--- config.mk ---
export PLATFORM = sky130hd
export DESIGN_NAME = frac_n_pll_register_words_unit
export DESIGN_NICKNAME = d
export VERILOG_FILES = /design/src/sv/fnpll_pkg.sv /design/src/sv/fnpll_front.sv /design/src/sv/fnpll_div.sv /design/src/sv/fnpll_back.sv /design/src/sv/frac_n_pll_register_words_unit.sv
export SDC_FILE = /design/constraint.sdc
export NUM_CORES = 1
export LEC_CHECK = 0
export BUFFER_PORTS_ARGS = -buffer_cell sky130_fd_sc_hd__buf_2
export CORE_MARGIN = 2
export CORE_UTILIZATION = 47
export CTS_CLUSTER_SIZE = 25
export DETAILED_ROUTE_END_ITERATION = 6
export PLACE_DENSITY_LB_ADDON = 0.1
export SYNTH_ARGS = -nofsm -noshare
export SYNTH_HDL_FRONTEND = slang
export SYNTH_HIERARCHICAL = 1
export SYNTH_SLANG_ARGS = --single-unit
--- constraint.sdc ---
create_clock -name i_clk -period 6.3 [get_ports i_clk]
set_input_delay 0.315 -clock i_clk [delete_from_list [all_inputs] [get_ports i_clk]]
set_output_delay 0.315 -clock i_clk [all_outputs]
set_load 0.1 [all_outputs]
--- src/sv/fnpll_pkg.sv ---
package fnpll_pkg;

    // field and datapath widths
    localparam int FREQ_W    = 23;
    localparam int REF_W     = 18;
    localparam int STEP_W    = 9;
    localparam int SEL_W     = 3;
    localparam int VCO_W     = 30;
    localparam int SSTEP_W   = 16;
    localparam int DVD_W     = 30;
    localparam int DVS_W     = 23;
    localparam int WORD_W    = 32;
    localparam int CFG_IDX_W = 1;
    localparam int CFG_W     = 18;

    // default request queue depth
    localparam int QUEUE_DEPTH = 2;

    // configuration register indexes
    localparam logic [CFG_IDX_W-1:0] REG_REF_FREQ = 1'd0;
    localparam logic [CFG_IDX_W-1:0] REG_CH_STEP  = 1'd1;

    // reset values of the configuration registers
    localparam logic [REF_W-1:0]  REF_RESET  = 18'd10000;
    localparam logic [STEP_W-1:0] STEP_RESET = 9'd25;

    // fixed register words and constants
    localparam logic [WORD_W-1:0] WORD_R5      = 32'h0058_0005;
    localparam logic [WORD_W-1:0] WORD_R4_BASE = 32'h0085_041C;
    localparam logic [WORD_W-1:0] WORD_R3      = 32'h0000_04B3;
    localparam logic [WORD_W-1:0] WORD_R2      = 32'h1800_4EC2;
    localparam logic [WORD_W-1:0] WORD_R1_BASE = 32'h0800_8001;
    localparam logic [DVD_W-1:0]  VCO_TOP_KHZ  = 30'd4400000;
    localparam logic [STEP_W-1:0] STEP_DEFAULT = 9'd25;

    // request as held in the queue
    typedef struct packed {
        logic [FREQ_W-1:0] freq;
        logic              rf_en;
    } t_req;

    // divider command and response
    typedef struct packed {
        logic              start;
        logic [DVD_W-1:0]  dividend;
        logic [DVS_W-1:0]  divisor;
    } t_div_cmd;

    typedef struct packed {
        logic              done;
        logic [DVD_W-1:0]  quot;
        logic [DVS_W-1:0]  rem;
    } t_div_rsp;

    // position of the highest set bit of a byte, 0 for 0 and 1
    function automatic logic [SEL_W-1:0] top_bit_of_byte(input logic [7:0] b);
        logic [SEL_W-1:0] pos;
        pos = '0;
        for (int i = 1; i < 8; i++) begin
            if (b[i]) begin
                pos = SEL_W'(i);
            end
        end
        return pos;
    endfunction

endpackage

--- src/sv/fnpll_front.sv ---
module fnpll_front #(
    parameter int DEPTH = fnpll_pkg::QUEUE_DEPTH
) (
    input  logic                           i_clk,
    input  logic                           i_rst_n,
    input  logic                           s_axis_tvalid,
    output logic                           s_axis_tready,
    input  logic [fnpll_pkg::FREQ_W-1:0]   i_center_freq,
    input  logic                           i_rf_enable,
    input  logic                           i_use_external,
    output logic                           o_req_valid,
    output fnpll_pkg::t_req                o_req,
    input  logic                           i_req_pop
);
    import fnpll_pkg::*;

    localparam int PTR_W = (DEPTH > 1) ? $clog2(DEPTH) : 1;
    localparam int CNT_W = $clog2(DEPTH + 1);

    t_req             r_mem [DEPTH];
    logic [PTR_W-1:0] r_wr_ptr;
    logic [PTR_W-1:0] r_rd_ptr;
    logic [CNT_W-1:0] r_count;
    logic             push;
    logic             pop;
    t_req             new_req;

    // external source means the internal frequency is zero
    always_comb begin
        new_req.freq  = i_use_external ? '0 : i_center_freq;
        new_req.rf_en = i_rf_enable;
    end

    assign s_axis_tready = (r_count != CNT_W'(DEPTH));
    assign push          = s_axis_tvalid && s_axis_tready;
    assign o_req_valid   = (r_count != '0);
    assign pop           = i_req_pop && o_req_valid;
    assign o_req         = r_mem[r_rd_ptr];

    // queue storage
    always_ff @(posedge i_clk) begin
        if (push) begin
            r_mem[r_wr_ptr] <= new_req;
        end
    end

    // queue pointers and fill count
    always_ff @(posedge i_clk) begin
        if (!i_rst_n) begin
            r_wr_ptr <= '0;
            r_rd_ptr <= '0;
            r_count  <= '0;
        end else begin
            if (push) begin
                r_wr_ptr <= (r_wr_ptr == PTR_W'(DEPTH - 1)) ? '0 : r_wr_ptr + 1'b1;
            end
            if (pop) begin
                r_rd_ptr <= (r_rd_ptr == PTR_W'(DEPTH - 1)) ? '0 : r_rd_ptr + 1'b1;
            end
            case ({push, pop})
                2'b10:   r_count <= r_count + 1'b1;
                2'b01:   r_count <= r_count - 1'b1;
                default: r_count <= r_count;
            endcase
        end
    end

endmodule

--- src/sv/fnpll_div.sv ---
module fnpll_div (
    input  logic                  i_clk,
    input  logic                  i_rst_n,
    input  fnpll_pkg::t_div_cmd   i_cmd,
    output fnpll_pkg::t_div_rsp   o_rsp
);
    import fnpll_pkg::*;

    localparam int CNT_W = $clog2(DVD_W + 1);

    logic [DVD_W-1:0] r_num;
    logic [DVS_W-1:0] r_rem;
    logic [DVS_W-1:0] r_dvs;
    logic [CNT_W-1:0] r_cnt;
    logic             r_done;
    logic [DVS_W:0]   trial;
    logic             fits;

    // one quotient bit per cycle, restoring
    assign trial = {r_rem, r_num[DVD_W-1]};
    assign fits  = (trial >= {1'b0, r_dvs});

    always_ff @(posedge i_clk) begin
        if (i_cmd.start) begin
            r_num <= i_cmd.dividend;
            r_rem <= '0;
            r_dvs <= i_cmd.divisor;
        end else if (r_cnt != '0) begin
            r_num <= {r_num[DVD_W-2:0], fits};
            r_rem <= fits ? DVS_W'(trial - {1'b0, r_dvs}) : trial[DVS_W-1:0];
        end
    end

    // iteration count and done pulse
    always_ff @(posedge i_clk) begin
        if (!i_rst_n) begin
            r_cnt  <= '0;
            r_done <= 1'b0;
        end else begin
            r_done <= (r_cnt == CNT_W'(1)) && !i_cmd.start;
            if (i_cmd.start) begin
                r_cnt <= CNT_W'(DVD_W);
            end else if (r_cnt != '0) begin
                r_cnt <= r_cnt - 1'b1;
            end
        end
    end

    assign o_rsp.done = r_done;
    assign o_rsp.quot = r_num;
    assign o_rsp.rem  = r_rem;

endmodule

--- src/sv/fnpll_back.sv ---
module fnpll_back (
    input  logic                           i_clk,
    input  logic                           i_rst_n,
    input  logic                           i_req_valid,
    input  fnpll_pkg::t_req                i_req,
    output logic                           o_req_pop,
    input  logic [fnpll_pkg::REF_W-1:0]    i_ref_freq,
    input  logic [fnpll_pkg::STEP_W-1:0]   i_ch_step,
    output fnpll_pkg::t_div_cmd            o_div_cmd,
    input  fnpll_pkg::t_div_rsp            i_div_rsp,
    output logic                           m_axis_tvalid,
    input  logic                           m_axis_tready,
    output logic [fnpll_pkg::WORD_W-1:0]   m_axis_tdata,
    output logic                           m_axis_tlast
);
    import fnpll_pkg::*;

    localparam logic [2:0] ST_IDLE = 3'd0;
    localparam logic [2:0] ST_SEL  = 3'd1;
    localparam logic [2:0] ST_INT  = 3'd2;
    localparam logic [2:0] ST_FRAC = 3'd3;
    localparam logic [2:0] ST_MOD  = 3'd4;
    localparam logic [2:0] ST_EMIT = 3'd5;

    localparam logic [2:0] IDX_R5 = 3'd0;
    localparam logic [2:0] IDX_R4 = 3'd1;
    localparam logic [2:0] IDX_R3 = 3'd2;
    localparam logic [2:0] IDX_R2 = 3'd3;
    localparam logic [2:0] IDX_R1 = 3'd4;
    localparam logic [2:0] IDX_R0 = 3'd5;

    logic [2:0]         r_state;
    logic               r_issued;
    logic [FREQ_W-1:0]  r_freq;
    logic               r_rf_en;
    logic [SEL_W-1:0]   r_sel;
    logic [VCO_W-1:0]   r_vco;
    logic [SSTEP_W-1:0] r_sstep;
    logic [16:0]        r_integ;
    logic [REF_W-1:0]   r_rem_ref;
    logic [REF_W-1:0]   r_frac;
    logic [REF_W-1:0]   r_mod;
    logic [2:0]         r_widx;
    logic               r_tvalid;
    logic [WORD_W-1:0]  r_tdata;
    logic               r_tlast;

    logic [STEP_W-1:0]  step_eff;
    logic [SEL_W-1:0]   sel_new;
    logic               ref_nz;
    logic               out_load;
    logic [WORD_W-1:0]  word;

    assign step_eff = (i_ch_step == '0) ? STEP_DEFAULT : i_ch_step;
    assign sel_new  = top_bit_of_byte(i_div_rsp.quot[7:0]);
    assign ref_nz   = (i_ref_freq != '0);
    assign out_load = !r_tvalid || m_axis_tready;

    assign o_req_pop = (r_state == ST_IDLE) && i_req_valid;

    // divider operand select
    always_comb begin
        o_div_cmd.start    = 1'b0;
        o_div_cmd.dividend = '0;
        o_div_cmd.divisor  = '0;
        unique case (r_state)
            ST_SEL: begin
                o_div_cmd.start    = !r_issued;
                o_div_cmd.dividend = VCO_TOP_KHZ;
                o_div_cmd.divisor  = r_freq;
            end
            ST_INT: begin
                o_div_cmd.start    = !r_issued;
                o_div_cmd.dividend = r_vco;
                o_div_cmd.divisor  = DVS_W'(i_ref_freq);
            end
            ST_FRAC: begin
                o_div_cmd.start    = !r_issued;
                o_div_cmd.dividend = DVD_W'(r_rem_ref);
                o_div_cmd.divisor  = DVS_W'(r_sstep);
            end
            ST_MOD: begin
                o_div_cmd.start    = !r_issued;
                o_div_cmd.dividend = DVD_W'(i_ref_freq);
                o_div_cmd.divisor  = DVS_W'(r_sstep);
            end
            default: begin
                o_div_cmd.start = 1'b0;
            end
        endcase
    end

    // register word build, zero reference clears the divided fields
    always_comb begin
        unique case (r_widx)
            IDX_R5: word = WORD_R5;
            IDX_R4: word = (WORD_W'(r_sel) << 20) | WORD_R4_BASE
                           | (WORD_W'(r_rf_en) << 5);
            IDX_R3: word = WORD_R3;
            IDX_R2: word = WORD_R2;
            IDX_R1: word = ((ref_nz ? WORD_W'(r_mod) : '0) << 3) | WORD_R1_BASE;
            IDX_R0: word = ref_nz ? ((WORD_W'(r_frac) << 3) | (WORD_W'(r_integ) << 15))
                                  : '0;
            default: word = '0;
        endcase
    end

    // datapath registers
    always_ff @(posedge i_clk) begin
        if (r_state == ST_IDLE && i_req_valid) begin
            r_freq  <= i_req.freq;
            r_rf_en <= i_req.rf_en;
            r_sel   <= '0;
            r_vco   <= '0;
            r_sstep <= SSTEP_W'(step_eff);
        end
        if (r_state == ST_SEL && i_div_rsp.done) begin
            r_sel   <= sel_new;
            r_vco   <= VCO_W'(r_freq) << sel_new;
            r_sstep <= SSTEP_W'(step_eff) << sel_new;
        end
        if (r_state == ST_INT && i_div_rsp.done) begin
            r_integ   <= i_div_rsp.quot[16:0];
            r_rem_ref <= i_div_rsp.rem[REF_W-1:0];
        end
        if (r_state == ST_FRAC && i_div_rsp.done) begin
            r_frac <= i_div_rsp.quot[REF_W-1:0];
        end
        if (r_state == ST_MOD && i_div_rsp.done) begin
            r_mod <= i_div_rsp.quot[REF_W-1:0];
        end
        if (r_state == ST_EMIT && out_load) begin
            r_tdata <= word;
            r_tlast <= (r_widx == IDX_R0);
        end
    end

    // sequencer and output register control
    always_ff @(posedge i_clk) begin
        if (!i_rst_n) begin
            r_state  <= ST_IDLE;
            r_issued <= 1'b0;
            r_widx   <= IDX_R5;
            r_tvalid <= 1'b0;
        end else begin
            // output word register
            if (r_state == ST_EMIT && out_load) begin
                r_tvalid <= 1'b1;
            end else if (m_axis_tready) begin
                r_tvalid <= 1'b0;
            end
            if (o_div_cmd.start) begin
                r_issued <= 1'b1;
            end
            unique case (r_state)
                ST_IDLE: begin
                    if (i_req_valid) begin
                        r_state <= (i_req.freq == '0) ? ST_INT : ST_SEL;
                    end
                end
                ST_SEL: begin
                    if (i_div_rsp.done) begin
                        r_issued <= 1'b0;
                        r_state  <= ST_INT;
                    end
                end
                ST_INT: begin
                    if (i_div_rsp.done) begin
                        r_issued <= 1'b0;
                        r_state  <= ST_FRAC;
                    end
                end
                ST_FRAC: begin
                    if (i_div_rsp.done) begin
                        r_issued <= 1'b0;
                        r_state  <= ST_MOD;
                    end
                end
                ST_MOD: begin
                    if (i_div_rsp.done) begin
                        r_issued <= 1'b0;
                        r_widx   <= IDX_R5;
                        r_state  <= ST_EMIT;
                    end
                end
                ST_EMIT: begin
                    if (out_load) begin
                        r_widx <= r_widx + 1'b1;
                        if (r_widx == IDX_R0) begin
                            r_state <= ST_IDLE;
                        end
                    end
                end
                default: begin
                    r_state <= ST_IDLE;
                end
            endcase
        end
    end

    assign m_axis_tvalid = r_tvalid;
    assign m_axis_tdata  = r_tdata;
    assign m_axis_tlast  = r_tlast;

endmodule

--- src/sv/frac_n_pll_register_words_unit.sv ---
// channel | dir | handshake       | payload
// s_axis  | in  | tvalid / tready | tdata: center_freq, rf_enable; tuser: use_external
// m_axis  | out | tvalid / tready | tdata: reg_word; tlast: last_word
// cfg     | in  | i_cfg_we        | i_cfg_idx, i_cfg_data
//
// one request runs the sequencer through a pop, four passes of the shared serial
// divider (divider select, integer, fraction, modulus) and six output words; a zero
// frequency skips the divider-select pass
// requests queue ahead of the divider, so s_axis keeps accepting until the queue is full while words drain
// m_axis stalls hold the sequencer in the word phase; nothing is dropped
// i_rst_n is synchronous, active low; configuration returns to ref 10000, step 25
module frac_n_pll_register_words_unit #(
    parameter int QUEUE_DEPTH = fnpll_pkg::QUEUE_DEPTH
) (
    input  logic                              i_clk,
    input  logic                              i_rst_n,
    input  logic                              s_axis_tvalid,
    output logic                              s_axis_tready,
    // [22:0] center_freq, [23] rf_enable
    input  logic [23:0]                       s_axis_tdata,
    // [0] use_external
    input  logic [0:0]                        s_axis_tuser,
    output logic                              m_axis_tvalid,
    input  logic                              m_axis_tready,
    // [31:0] reg_word
    output logic [fnpll_pkg::WORD_W-1:0]      m_axis_tdata,
    output logic                              m_axis_tlast,
    input  logic                              i_cfg_we,
    input  logic [fnpll_pkg::CFG_IDX_W-1:0]   i_cfg_idx,
    input  logic [fnpll_pkg::CFG_W-1:0]       i_cfg_data
);
    import fnpll_pkg::*;

    logic [REF_W-1:0]  r_ref_freq;
    logic [STEP_W-1:0] r_ch_step;
    logic              req_valid;
    t_req              req;
    logic              req_pop;
    t_div_cmd          div_cmd;
    t_div_rsp          div_rsp;

    // configuration registers
    always_ff @(posedge i_clk) begin
        if (!i_rst_n) begin
            r_ref_freq <= REF_RESET;
            r_ch_step  <= STEP_RESET;
        end else if (i_cfg_we) begin
            unique case (i_cfg_idx)
                REG_REF_FREQ: r_ref_freq <= i_cfg_data[REF_W-1:0];
                REG_CH_STEP:  r_ch_step  <= i_cfg_data[STEP_W-1:0];
                default:      r_ch_step  <= r_ch_step;
            endcase
        end
    end

    fnpll_front #(
        .DEPTH (QUEUE_DEPTH)
    ) u_front (
        .i_clk          (i_clk),
        .i_rst_n        (i_rst_n),
        .s_axis_tvalid  (s_axis_tvalid),
        .s_axis_tready  (s_axis_tready),
        .i_center_freq  (s_axis_tdata[FREQ_W-1:0]),
        .i_rf_enable    (s_axis_tdata[FREQ_W]),
        .i_use_external (s_axis_tuser[0]),
        .o_req_valid    (req_valid),
        .o_req          (req),
        .i_req_pop      (req_pop)
    );

    fnpll_div u_div (
        .i_clk   (i_clk),
        .i_rst_n (i_rst_n),
        .i_cmd   (div_cmd),
        .o_rsp   (div_rsp)
    );

    fnpll_back u_back (
        .i_clk         (i_clk),
        .i_rst_n       (i_rst_n),
        .i_req_valid   (req_valid),
        .i_req         (req),
        .o_req_pop     (req_pop),
        .i_ref_freq    (r_ref_freq),
        .i_ch_step     (r_ch_step),
        .o_div_cmd     (div_cmd),
        .i_div_rsp     (div_rsp),
        .m_axis_tvalid (m_axis_tvalid),
        .m_axis_tready (m_axis_tready),
        .m_axis_tdata  (m_axis_tdata),
        .m_axis_tlast  (m_axis_tlast)
    );

endmodule
==> metrics.txt, run 1 <==
# TYPE chip_impl_metric gauge
chip_impl_info{name="result_of_the_run",value="complete, no violations"} 1
chip_impl_metric{name="die_extent_in_y",unit="um"} 192
chip_impl_metric{name="clock_power_share",unit="%"} 22.0
chip_impl_metric{name="hold_buffers",unit=""} 1
chip_impl_metric{name="routabilityCongestion",unit=""} 0.890
chip_impl_info{name="cts_tree",value="built"} 1
chip_impl_metric{name="worst_skew_pair.late_latency",unit="ps"} 520
chip_impl_metric{name="core-area",unit="sq um"} 34700
chip_impl_metric{name="grt_antenna_before_repair",unit=""} 0
chip_impl_metric{name="cts_repair_resize_count",unit=""} 0
chip_impl_metric{name="timing.critical_path.required",unit="ps"} 6740
chip_impl_metric{name="slew_headroom",unit="%"} 15.4
chip_impl_metric{name="final-max-slew-violation-count",unit=""} 0
chip_impl_metric{name="hold_viol",unit=""} 0
chip_impl_metric{name="die_area",unit="sq um"} 36900
chip_impl_metric{name="ys_async_sr_fraction",unit="%"} 0
chip_impl_metric{name="vias_per_cell",unit=""} 5.86
chip_impl_metric{name="fill_cells",unit=""} 3039
chip_impl_metric{name="synthesized_instance_count",unit=""} 1364
chip_impl_metric{name="cell_internal_pwr",unit="W"} 0.00608
chip_impl_metric{name="syn_avg_cell_area",unit="sq um"} 12.2
chip_impl_info{name="critical_path.startpoint_type",value="flop"} 1
chip_impl_metric{name="grt_max_degree",unit=""} 61
chip_impl_metric{name="synth.top_cell.area_share",unit="%"} 50.0
chip_impl_metric{name="number_of_buffers_created_by_cts",unit=""} 38
chip_impl_metric{name="yosysWarningCount",unit=""} 6
chip_impl_metric{name="cts_post_setup_buffers_inserted",unit=""} 0
chip_impl_metric{name="p_leak",unit="nW"} 6.94
chip_impl_metric{name="detail_route.wirelength",unit="mm"} 41.0
chip_impl_metric{name="routed-via-count",unit=""} 11200
chip_impl_metric{name="p_seq_share",unit="%"} 38.6
chip_impl_metric{name="setup_tns",unit="ps"} 0
chip_impl_metric{name="fin_crit",unit="ps"} 3470
chip_impl_metric{name="yosys.cell_types.count",unit=""} 90
chip_impl_metric{name="initial_core_util",unit="%"} 47.9
chip_impl_metric{name="first_global_vias",unit=""} 10600
chip_impl_metric{name="grtUsageTotal",unit="%"} 22.4
chip_impl_metric{name="post_synth_instance_area",unit="sq um"} 16600
chip_impl_metric{name="cts.sink_count",unit=""} 346
chip_impl_metric{name="worstPathArrival",unit="ps"} 3910
chip_impl_metric{name="tightest_slew",unit="ps"} 1270
chip_impl_metric{name="detail_route.first_pass.iterations",unit=""} 6
chip_impl_info{name="endpoint_kind",value="flop"} 1
chip_impl_metric{name="irDropWorstVdd",unit="mV"} 0.293
chip_impl_metric{name="final_layout_size_suffix_gt1_share",unit="%"} 19.3
chip_impl_metric{name="cts-htree-levels",unit=""} 2
chip_impl_metric{name="gr-total-overflow",unit=""} 0
chip_impl_metric{name="placement.cell_area",unit="sq um"} 17400
chip_impl_info{name="worst_hold_path_type",value="input pin to flop"} 1
chip_impl_metric{name="multiInputGateArea",unit="sq um"} 6330
chip_impl_metric{name="placement_rows",unit=""} 68
chip_impl_metric{name="synth_edf_count",unit=""} 277
chip_impl_info{name="root_buffer",value="clkbuf_16"} 1
chip_impl_info{name="primary_flip_flop_cell_chosen_by_synthesis_mapping",value="edfxtp_1"} 1
chip_impl_info{name="rsz_0062_raised_after_global_routing",value="no"} 1
chip_impl_info{name="synthDominantAreaCellType",value="edfxtp_1"} 1
chip_impl_metric{name="final_setup_skew",unit="ps"} 22.1
chip_impl_metric{name="first_iter_violations",unit=""} 1119
chip_impl_metric{name="antenna_violating_nets_post_route",unit=""} 0
chip_impl_metric{name="cts_clk_pin_slew_worst_paths",unit="ps"} 60
chip_impl_metric{name="design.final.nets",unit=""} 1506
chip_impl_metric{name="worstPathMaxFanout",unit=""} 22
chip_impl_metric{name="floorplan.io_pins",unit=""} 84
chip_impl_metric{name="synth.ff_latch_count",unit=""} 346
chip_impl_metric{name="regArea",unit="sq um"} 9700
chip_impl_metric{name="setup_viol_count_final",unit=""} 0
chip_impl_metric{name="comb_power_share",unit="%"} 39.4
chip_impl_metric{name="place.detailed.hpwl",unit="mm"} 28.9
chip_impl_metric{name="timing.max_cap.violations",unit=""} 0
chip_impl_info{name="critical_path_class",value="flop to flop"} 1
chip_impl_metric{name="drc_errors",unit=""} 0
chip_impl_metric{name="wire_length_of_the_first_global_routing_pass",unit="mm"} 63.0
chip_impl_metric{name="net_switching_power",unit="W"} 0.00368
chip_impl_info{name="area_contributors_post_synth",value="edfxtp_1, dfxtp_1, mux2i_1"} 1
chip_impl_metric{name="avgRoutedWirePerCell",unit="um"} 21.5
chip_impl_metric{name="power.density_cell_area",unit="nW/um^2"} 525
chip_impl_metric{name="flow.area_growth_from_synthesis",unit="%"} 11.8
chip_impl_metric{name="design_area",unit="sq um"} 18600
chip_impl_metric{name="synth_sequential_area_ratio",unit="%"} 58.3
chip_impl_metric{name="synth_fp_nets",unit=""} 1445
chip_impl_metric{name="antenna_cells_inserted",unit=""} 0
chip_impl_metric{name="switching_part_of_the_total_power",unit="%"} 37.7
chip_impl_metric{name="fmax",unit="MHz"} 288
chip_impl_metric{name="die_width",unit="um"} 192
chip_impl_metric{name="clock_path_buffers",unit=""} 3
chip_impl_metric{name="final_min_period_over_clock_period",unit="%"} 55.1
chip_impl_metric{name="place.port_buffers",unit=""} 83
per-stage QoR:
stage	hold WS [ps]	setup WS [ps]	instances	util, %	total power (W)
2_1_floorplan	414	1530	1364	-	0.00660
3_3_place_gp	468	2890	1839	50.0	0.00757
3_5_place_dp	487	2860	1839	50.0	0.00761
4_1_cts	30.1	2830	1909	53.5	0.00978
5_1_grt	57.7	2620	1909	53.5	0.0103
6_report	41.6	2830	1909	53.5	0.00976
cells in the mapped netlist, types with 7 or more instances:
cell and count:
inv_1 47, ha_1 31, mux2i_1 84, and3_1 9, o21ai_0 58, nand4_1 7
edfxtp_1 277, nor3_1 12, nand2b_1 8, nand2_1 121, xnor2_1 13, nor2_1 81
nand3_1 23, a22o_1 16, mux2_2 72, nor2b_1 41, a21o_1 10, nor4_1 13
clkbuf_1 48, a21oi_1 45, and2_1 30, buf_4 7, o31ai_1 11, buf_2 19
a22oi_1 25, dfxtp_1 69, a211oi_1 20, xor2_1 9, o211ai_1 11
sequential cells by signal (all words and copies together) (netlist names), 5 cells and up, named ones only:
signal               flops
u_back/r_freq           23
u_div/r_rem             23
u_div/r_cnt              5
u_back/r_frac           18
u_div/r_num             30
u_div/r_dvs             23
r_ch_step                9
u_back/m_axis_tdata     32
r_ref_freq              18
u_back/r_vco            30
u_back/r_mod            17
u_front/r_mem           48
u_back/r_rem_ref        18
u_back/r_integ          17
u_back/r_sstep          16
power groups by stage:
| stage | registers [W] | clock network (W) | logic [W] |
|---|---|---|---|
| 2_1_floorplan | 0.00356 | 0 | 0.00304 |
| 3_3_place_gp | 0.00380 | 0 | 0.00377 |
| 3_5_place_dp | 0.00381 | 0 | 0.00380 |
| 4_1_cts | 0.00376 | 0.00219 | 0.00382 |
| 5_1_grt | 0.00381 | 0.00229 | 0.00423 |
| 6_report | 0.00376 | 0.00215 | 0.00385 |
worst max-delay path, stage by stage, from the launching register on:
cell and delay [ps]:
edfxtp_1 370, inv_1 50, ha_1 220, fa_1 410, and2b_1 240, o2111ai_1 150, a211oi_2 420, nor2_2 110
o21ai_2 200, o31ai_4 170, buf_4 300, or4_1 500, a311oi_1 250
cells by family after synthesis:
| kind of cell | share of synthesized area [%] |
|---|---|
| AO/OA/AOI/OAI | 12.3 |
| XOR/XNOR | 1.16 |
| adder cells (fa/ha/maj) | 2.45 |
| buffers and inverters | 3.69 |
| flip-flops | 58.3 |
| multiplexers | 10.2 |
| AND/OR/NAND/NOR | 11.9 |
metal layers:
metal  global-route usage [%]  vias up  routed length, um
met2                     35.5      397              19000
met4                     7.34        0               1250
met1                     32.0     5494              18600
met3                     2.69       76               2210
met5                        0        -                  0
li1                         -     5226                  -
cell type report:
| type | count | share of cell area [%] |
|---|---|---|
| sequential | 346 | 52.2 |
| timing repair buffer | 106 | 3.18 |
| tap | 455 | 3.06 |
| clock buffer | 46 | 5.74 |
| clock inverter | 23 | 0.814 |
| multi-input combinational | 886 | 34.1 |
| inverter | 47 | 0.949 |
final timing paths:
check	start	end	slack (ps)	cells after the start
max	u_div/r_num[29]	u_div/r_rem[10]	2830	12
min	i_cfg_data[14]	r_ref_freq[14]	40	3
max reg2reg	u_div/r_num[29]	u_div/r_rem[10]	2830	12
min reg2reg	u_div/r_rem[3]	u_back/r_rem_ref[3]	500	0
layout by cell type, fill, tap and decap left out, drive strengths merged, types with 13 or more instances in the layout:
cell type and instances:
a211oi 22, a21oi 46, a22o 17, a22oi 25
and2 32, buf 105, clkbuf 46, clkinv 17
dfxtp 69, edfxtp 277, ha 31, inv 50
mux2 72, mux2i 84, nand2 122, nand3 23
nor2 83, nor2b 43, nor3 13, nor4 14
o21ai 62, o31ai 13, xnor2 13
Note: power is estimated with default switching activity, not from simulation.
==> run 2, diff against run 1 <==
==> constraint.sdc (replaced) <==
create_clock -name i_clk -period 3.2 [get_ports i_clk]
set_input_delay 0.16 -clock i_clk [delete_from_list [all_inputs] [get_ports i_clk]]
set_output_delay 0.16 -clock i_clk [all_outputs]
set_load 0.1 [all_outputs]
==> run 2 against run 1 <==
Compared with the run above: sequential cell count is the same; die area is the same; sequential share of layout area shrank 1.6 points; cell area grew 3.1%; hold slack lost 41 ps; clock skew shrank 3.7 ps; combinational power grew 110%; count of clock-buffer cells in the layout grew 10; setup slack lost 2600 ps; largest power group unchanged; global-route usage grew 0.39 points; total power grew 100%; clock power grew 100%.
==> metrics.txt, run 2 (synthesized netlist as in run 1, its figures left out) <==
# TYPE chip_impl_metric gauge
chip_impl_metric{name="design.final.nets",unit=""} 1567
chip_impl_metric{name="power.density_cell_area",unit="nW/um^2"} 1020
chip_impl_metric{name="detail_route.first_pass.iterations",unit=""} 7
chip_impl_info{name="endpoint_kind",value="flop"} 1
chip_impl_metric{name="fin_worst_setup_slack",unit="ps"} 224
chip_impl_info{name="critical_path.startpoint_type",value="flop"} 1
chip_impl_info{name="critical_path_class",value="flop to flop"} 1
chip_impl_metric{name="final_min_period_over_clock_period",unit="%"} 93.0
chip_impl_metric{name="timing.max_cap.violations",unit=""} 0
chip_impl_metric{name="first_global_vias",unit=""} 10900
chip_impl_info{name="cts_tree",value="built"} 1
chip_impl_info{name="layout_commonest_cell",value="edfxtp_1"} 1
chip_impl_metric{name="design_area",unit="sq um"} 19200
chip_impl_metric{name="routabilityCongestion",unit=""} 0.947
chip_impl_metric{name="die_extent_in_y",unit="um"} 192
chip_impl_metric{name="grt_max_degree",unit=""} 78
chip_impl_metric{name="cts_post_setup_buffers_inserted",unit=""} 0
chip_impl_metric{name="fin_crit",unit="ps"} 2980
chip_impl_metric{name="critical_path.n_buffers_inverters",unit=""} 2
chip_impl_metric{name="first_iter_violations",unit=""} 1077
chip_impl_metric{name="placement.cell_area",unit="sq um"} 17600
chip_impl_metric{name="flow.area_growth_from_synthesis",unit="%"} 15.2
chip_impl_metric{name="worst_skew_pair.late_latency",unit="ps"} 530
chip_impl_metric{name="floorplan.io_pins",unit=""} 84
chip_impl_metric{name="largest_register_ff_count",unit=""} 48
chip_impl_metric{name="detailedPlace.worstSlack",unit="ps"} 196
chip_impl_info{name="result_of_the_run",value="complete, no violations"} 1
chip_impl_metric{name="drc_errors",unit=""} 0
chip_impl_info{name="chain_of_cells_forming_the_critical_path",value="inv_1, ha_1, fa_1, and2b_1, o2111ai_1, a211oi_2, nor2_2, o21ai_2, o31ai_4, buf_4, or3b_1, a211oi_1"} 1
chip_impl_metric{name="timing.critical_path.required",unit="ps"} 3640
chip_impl_metric{name="place.detailed.hpwl",unit="mm"} 29.5
chip_impl_metric{name="placement_rows",unit=""} 68
chip_impl_info{name="rsz_0062_raised_after_global_routing",value="no"} 1
chip_impl_metric{name="gr-total-overflow",unit=""} 0
chip_impl_info{name="worst_hold_path_type",value="input pin to flop"} 1
chip_impl_metric{name="final_setup_skew",unit="ps"} 18.4
chip_impl_metric{name="setup_viol_count_final",unit=""} 0
chip_impl_metric{name="place.port_buffers",unit=""} 83
chip_impl_metric{name="hold_viol",unit=""} 0
chip_impl_metric{name="worstPathArrival",unit="ps"} 3420
chip_impl_metric{name="detail_route.wirelength",unit="mm"} 41.5
chip_impl_metric{name="worstPathMaxFanout",unit=""} 13
chip_impl_info{name="root_buffer",value="clkbuf_16"} 1
chip_impl_metric{name="cts.sink_count",unit=""} 346
chip_impl_metric{name="slew_headroom",unit="%"} 6.28
chip_impl_info{name="regMostFlops",value="u_front/r_mem"} 1
chip_impl_metric{name="antenna_violating_nets_post_route",unit=""} 0
chip_impl_metric{name="avgRoutedWirePerCell",unit="um"} 21.0
chip_impl_metric{name="fmax",unit="MHz"} 336
chip_impl_info{name="critPathSlowestCell",value="fa_1"} 1
chip_impl_metric{name="irDropWorstVdd",unit="mV"} 0.610
chip_impl_metric{name="initial_core_util",unit="%"} 47.9
chip_impl_metric{name="vias_per_cell",unit=""} 5.76
chip_impl_info{name="cp_top_family",value="compound AO/OA/AOI/OAI gates"} 1
chip_impl_metric{name="tightest_slew",unit="ps"} 1400
chip_impl_metric{name="cts_clk_pin_slew_worst_paths",unit="ps"} 60
chip_impl_metric{name="die_area",unit="sq um"} 36900
chip_impl_metric{name="cpPeakStageDelay",unit="ps"} 400
chip_impl_metric{name="clock_path_buffers",unit=""} 3
chip_impl_metric{name="core-area",unit="sq um"} 34700
chip_impl_metric{name="final_layout_size_suffix_gt1_share",unit="%"} 20.4
chip_impl_metric{name="wire_length_of_the_first_global_routing_pass",unit="mm"} 63.8
chip_impl_info{name="final_cell_mix",value="edfxtp_1, nand2_1, mux2i_1"} 1
chip_impl_metric{name="grtUsageTotal",unit="%"} 22.8
chip_impl_metric{name="cts-htree-levels",unit=""} 2
chip_impl_metric{name="fill_cells",unit=""} 2997
chip_impl_metric{name="die_width",unit="um"} 192
chip_impl_metric{name="routed-via-count",unit=""} 11400
chip_impl_metric{name="number_of_buffers_created_by_cts",unit=""} 40
chip_impl_metric{name="p_leak",unit="nW"} 7.16
chip_impl_metric{name="antenna_cells_inserted",unit=""} 0
chip_impl_metric{name="final-max-slew-violation-count",unit=""} 0
chip_impl_metric{name="grt_antenna_before_repair",unit=""} 0
chip_impl_metric{name="setup_tns",unit="ps"} 0
## run 2: final cells by class
class / instances / area (sq um) / area share [%]
Sequential cell: 346 / 9700 / 50.6
Inverter: 47 / 176 / 0.920
Clock buffer: 56 / 1110 / 5.81
Timing Repair Buffer: 165 / 1130 / 5.89
Clock inverter: 18 / 134 / 0.698
Multi-Input combinational cell: 886 / 6340 / 33.1
Tap cell: 455 / 569 / 2.97
## run 2: layer usage
layer,up-vias,wire [um],track usage [%]
met5,-,0,0
met4,0,1410,7.99
met3,79,2570,3.27
met2,450,19200,36.5
met1,5474,18300,31.6
li1,5358,-,-
## run 2: timing repair
| action | in CTS | in global routing |
|---|---|---|
| gates resized for setup | 0 | 1 |
| hold endpoints to repair | 44 | 0 |
| endpoints found under the setup margin | 0 | 2 |
| hold buffers | 29 | 0 |
## run 2: power breakdown
part	internal, W	switching [W]
registers	0.00648	0.000860
clock network	0.00253	0.00180
logic	0.00325	0.00467
total	0.0123	0.00733
## run 2: metrics by stage
| step | power (W) | hold WS, ps | instances | util, % |
|---|---|---|---|---|
| 2_1_floorplan | 0.0130 | 259 | 1364 | - |
| 5_1_grt | 0.0208 | 18.6 | 1973 | 55.2 |
| 6_report | 0.0196 | 0.866 | 1973 | 55.2 |
| 3_5_place_dp | 0.0152 | 370 | 1870 | 50.8 |
| 3_3_place_gp | 0.0151 | 351 | 1870 | 50.8 |
| 4_1_cts | 0.0196 | 0.375 | 1973 | 55.2 |
## run 2: worst paths after layout
path,slack [ps],to,cells past startpoint,startpoint
hold reg to reg,480,u_back/r_frac[17],0,u_div/r_num[17]
hold / removal,0.9,u_front/r_mem[1][15],2,s_axis_tdata[14]
setup reg to reg,220,u_div/r_rem[22],12,u_div/r_num[29]
setup / recovery,220,u_div/r_rem[22],12,u_div/r_num[29]
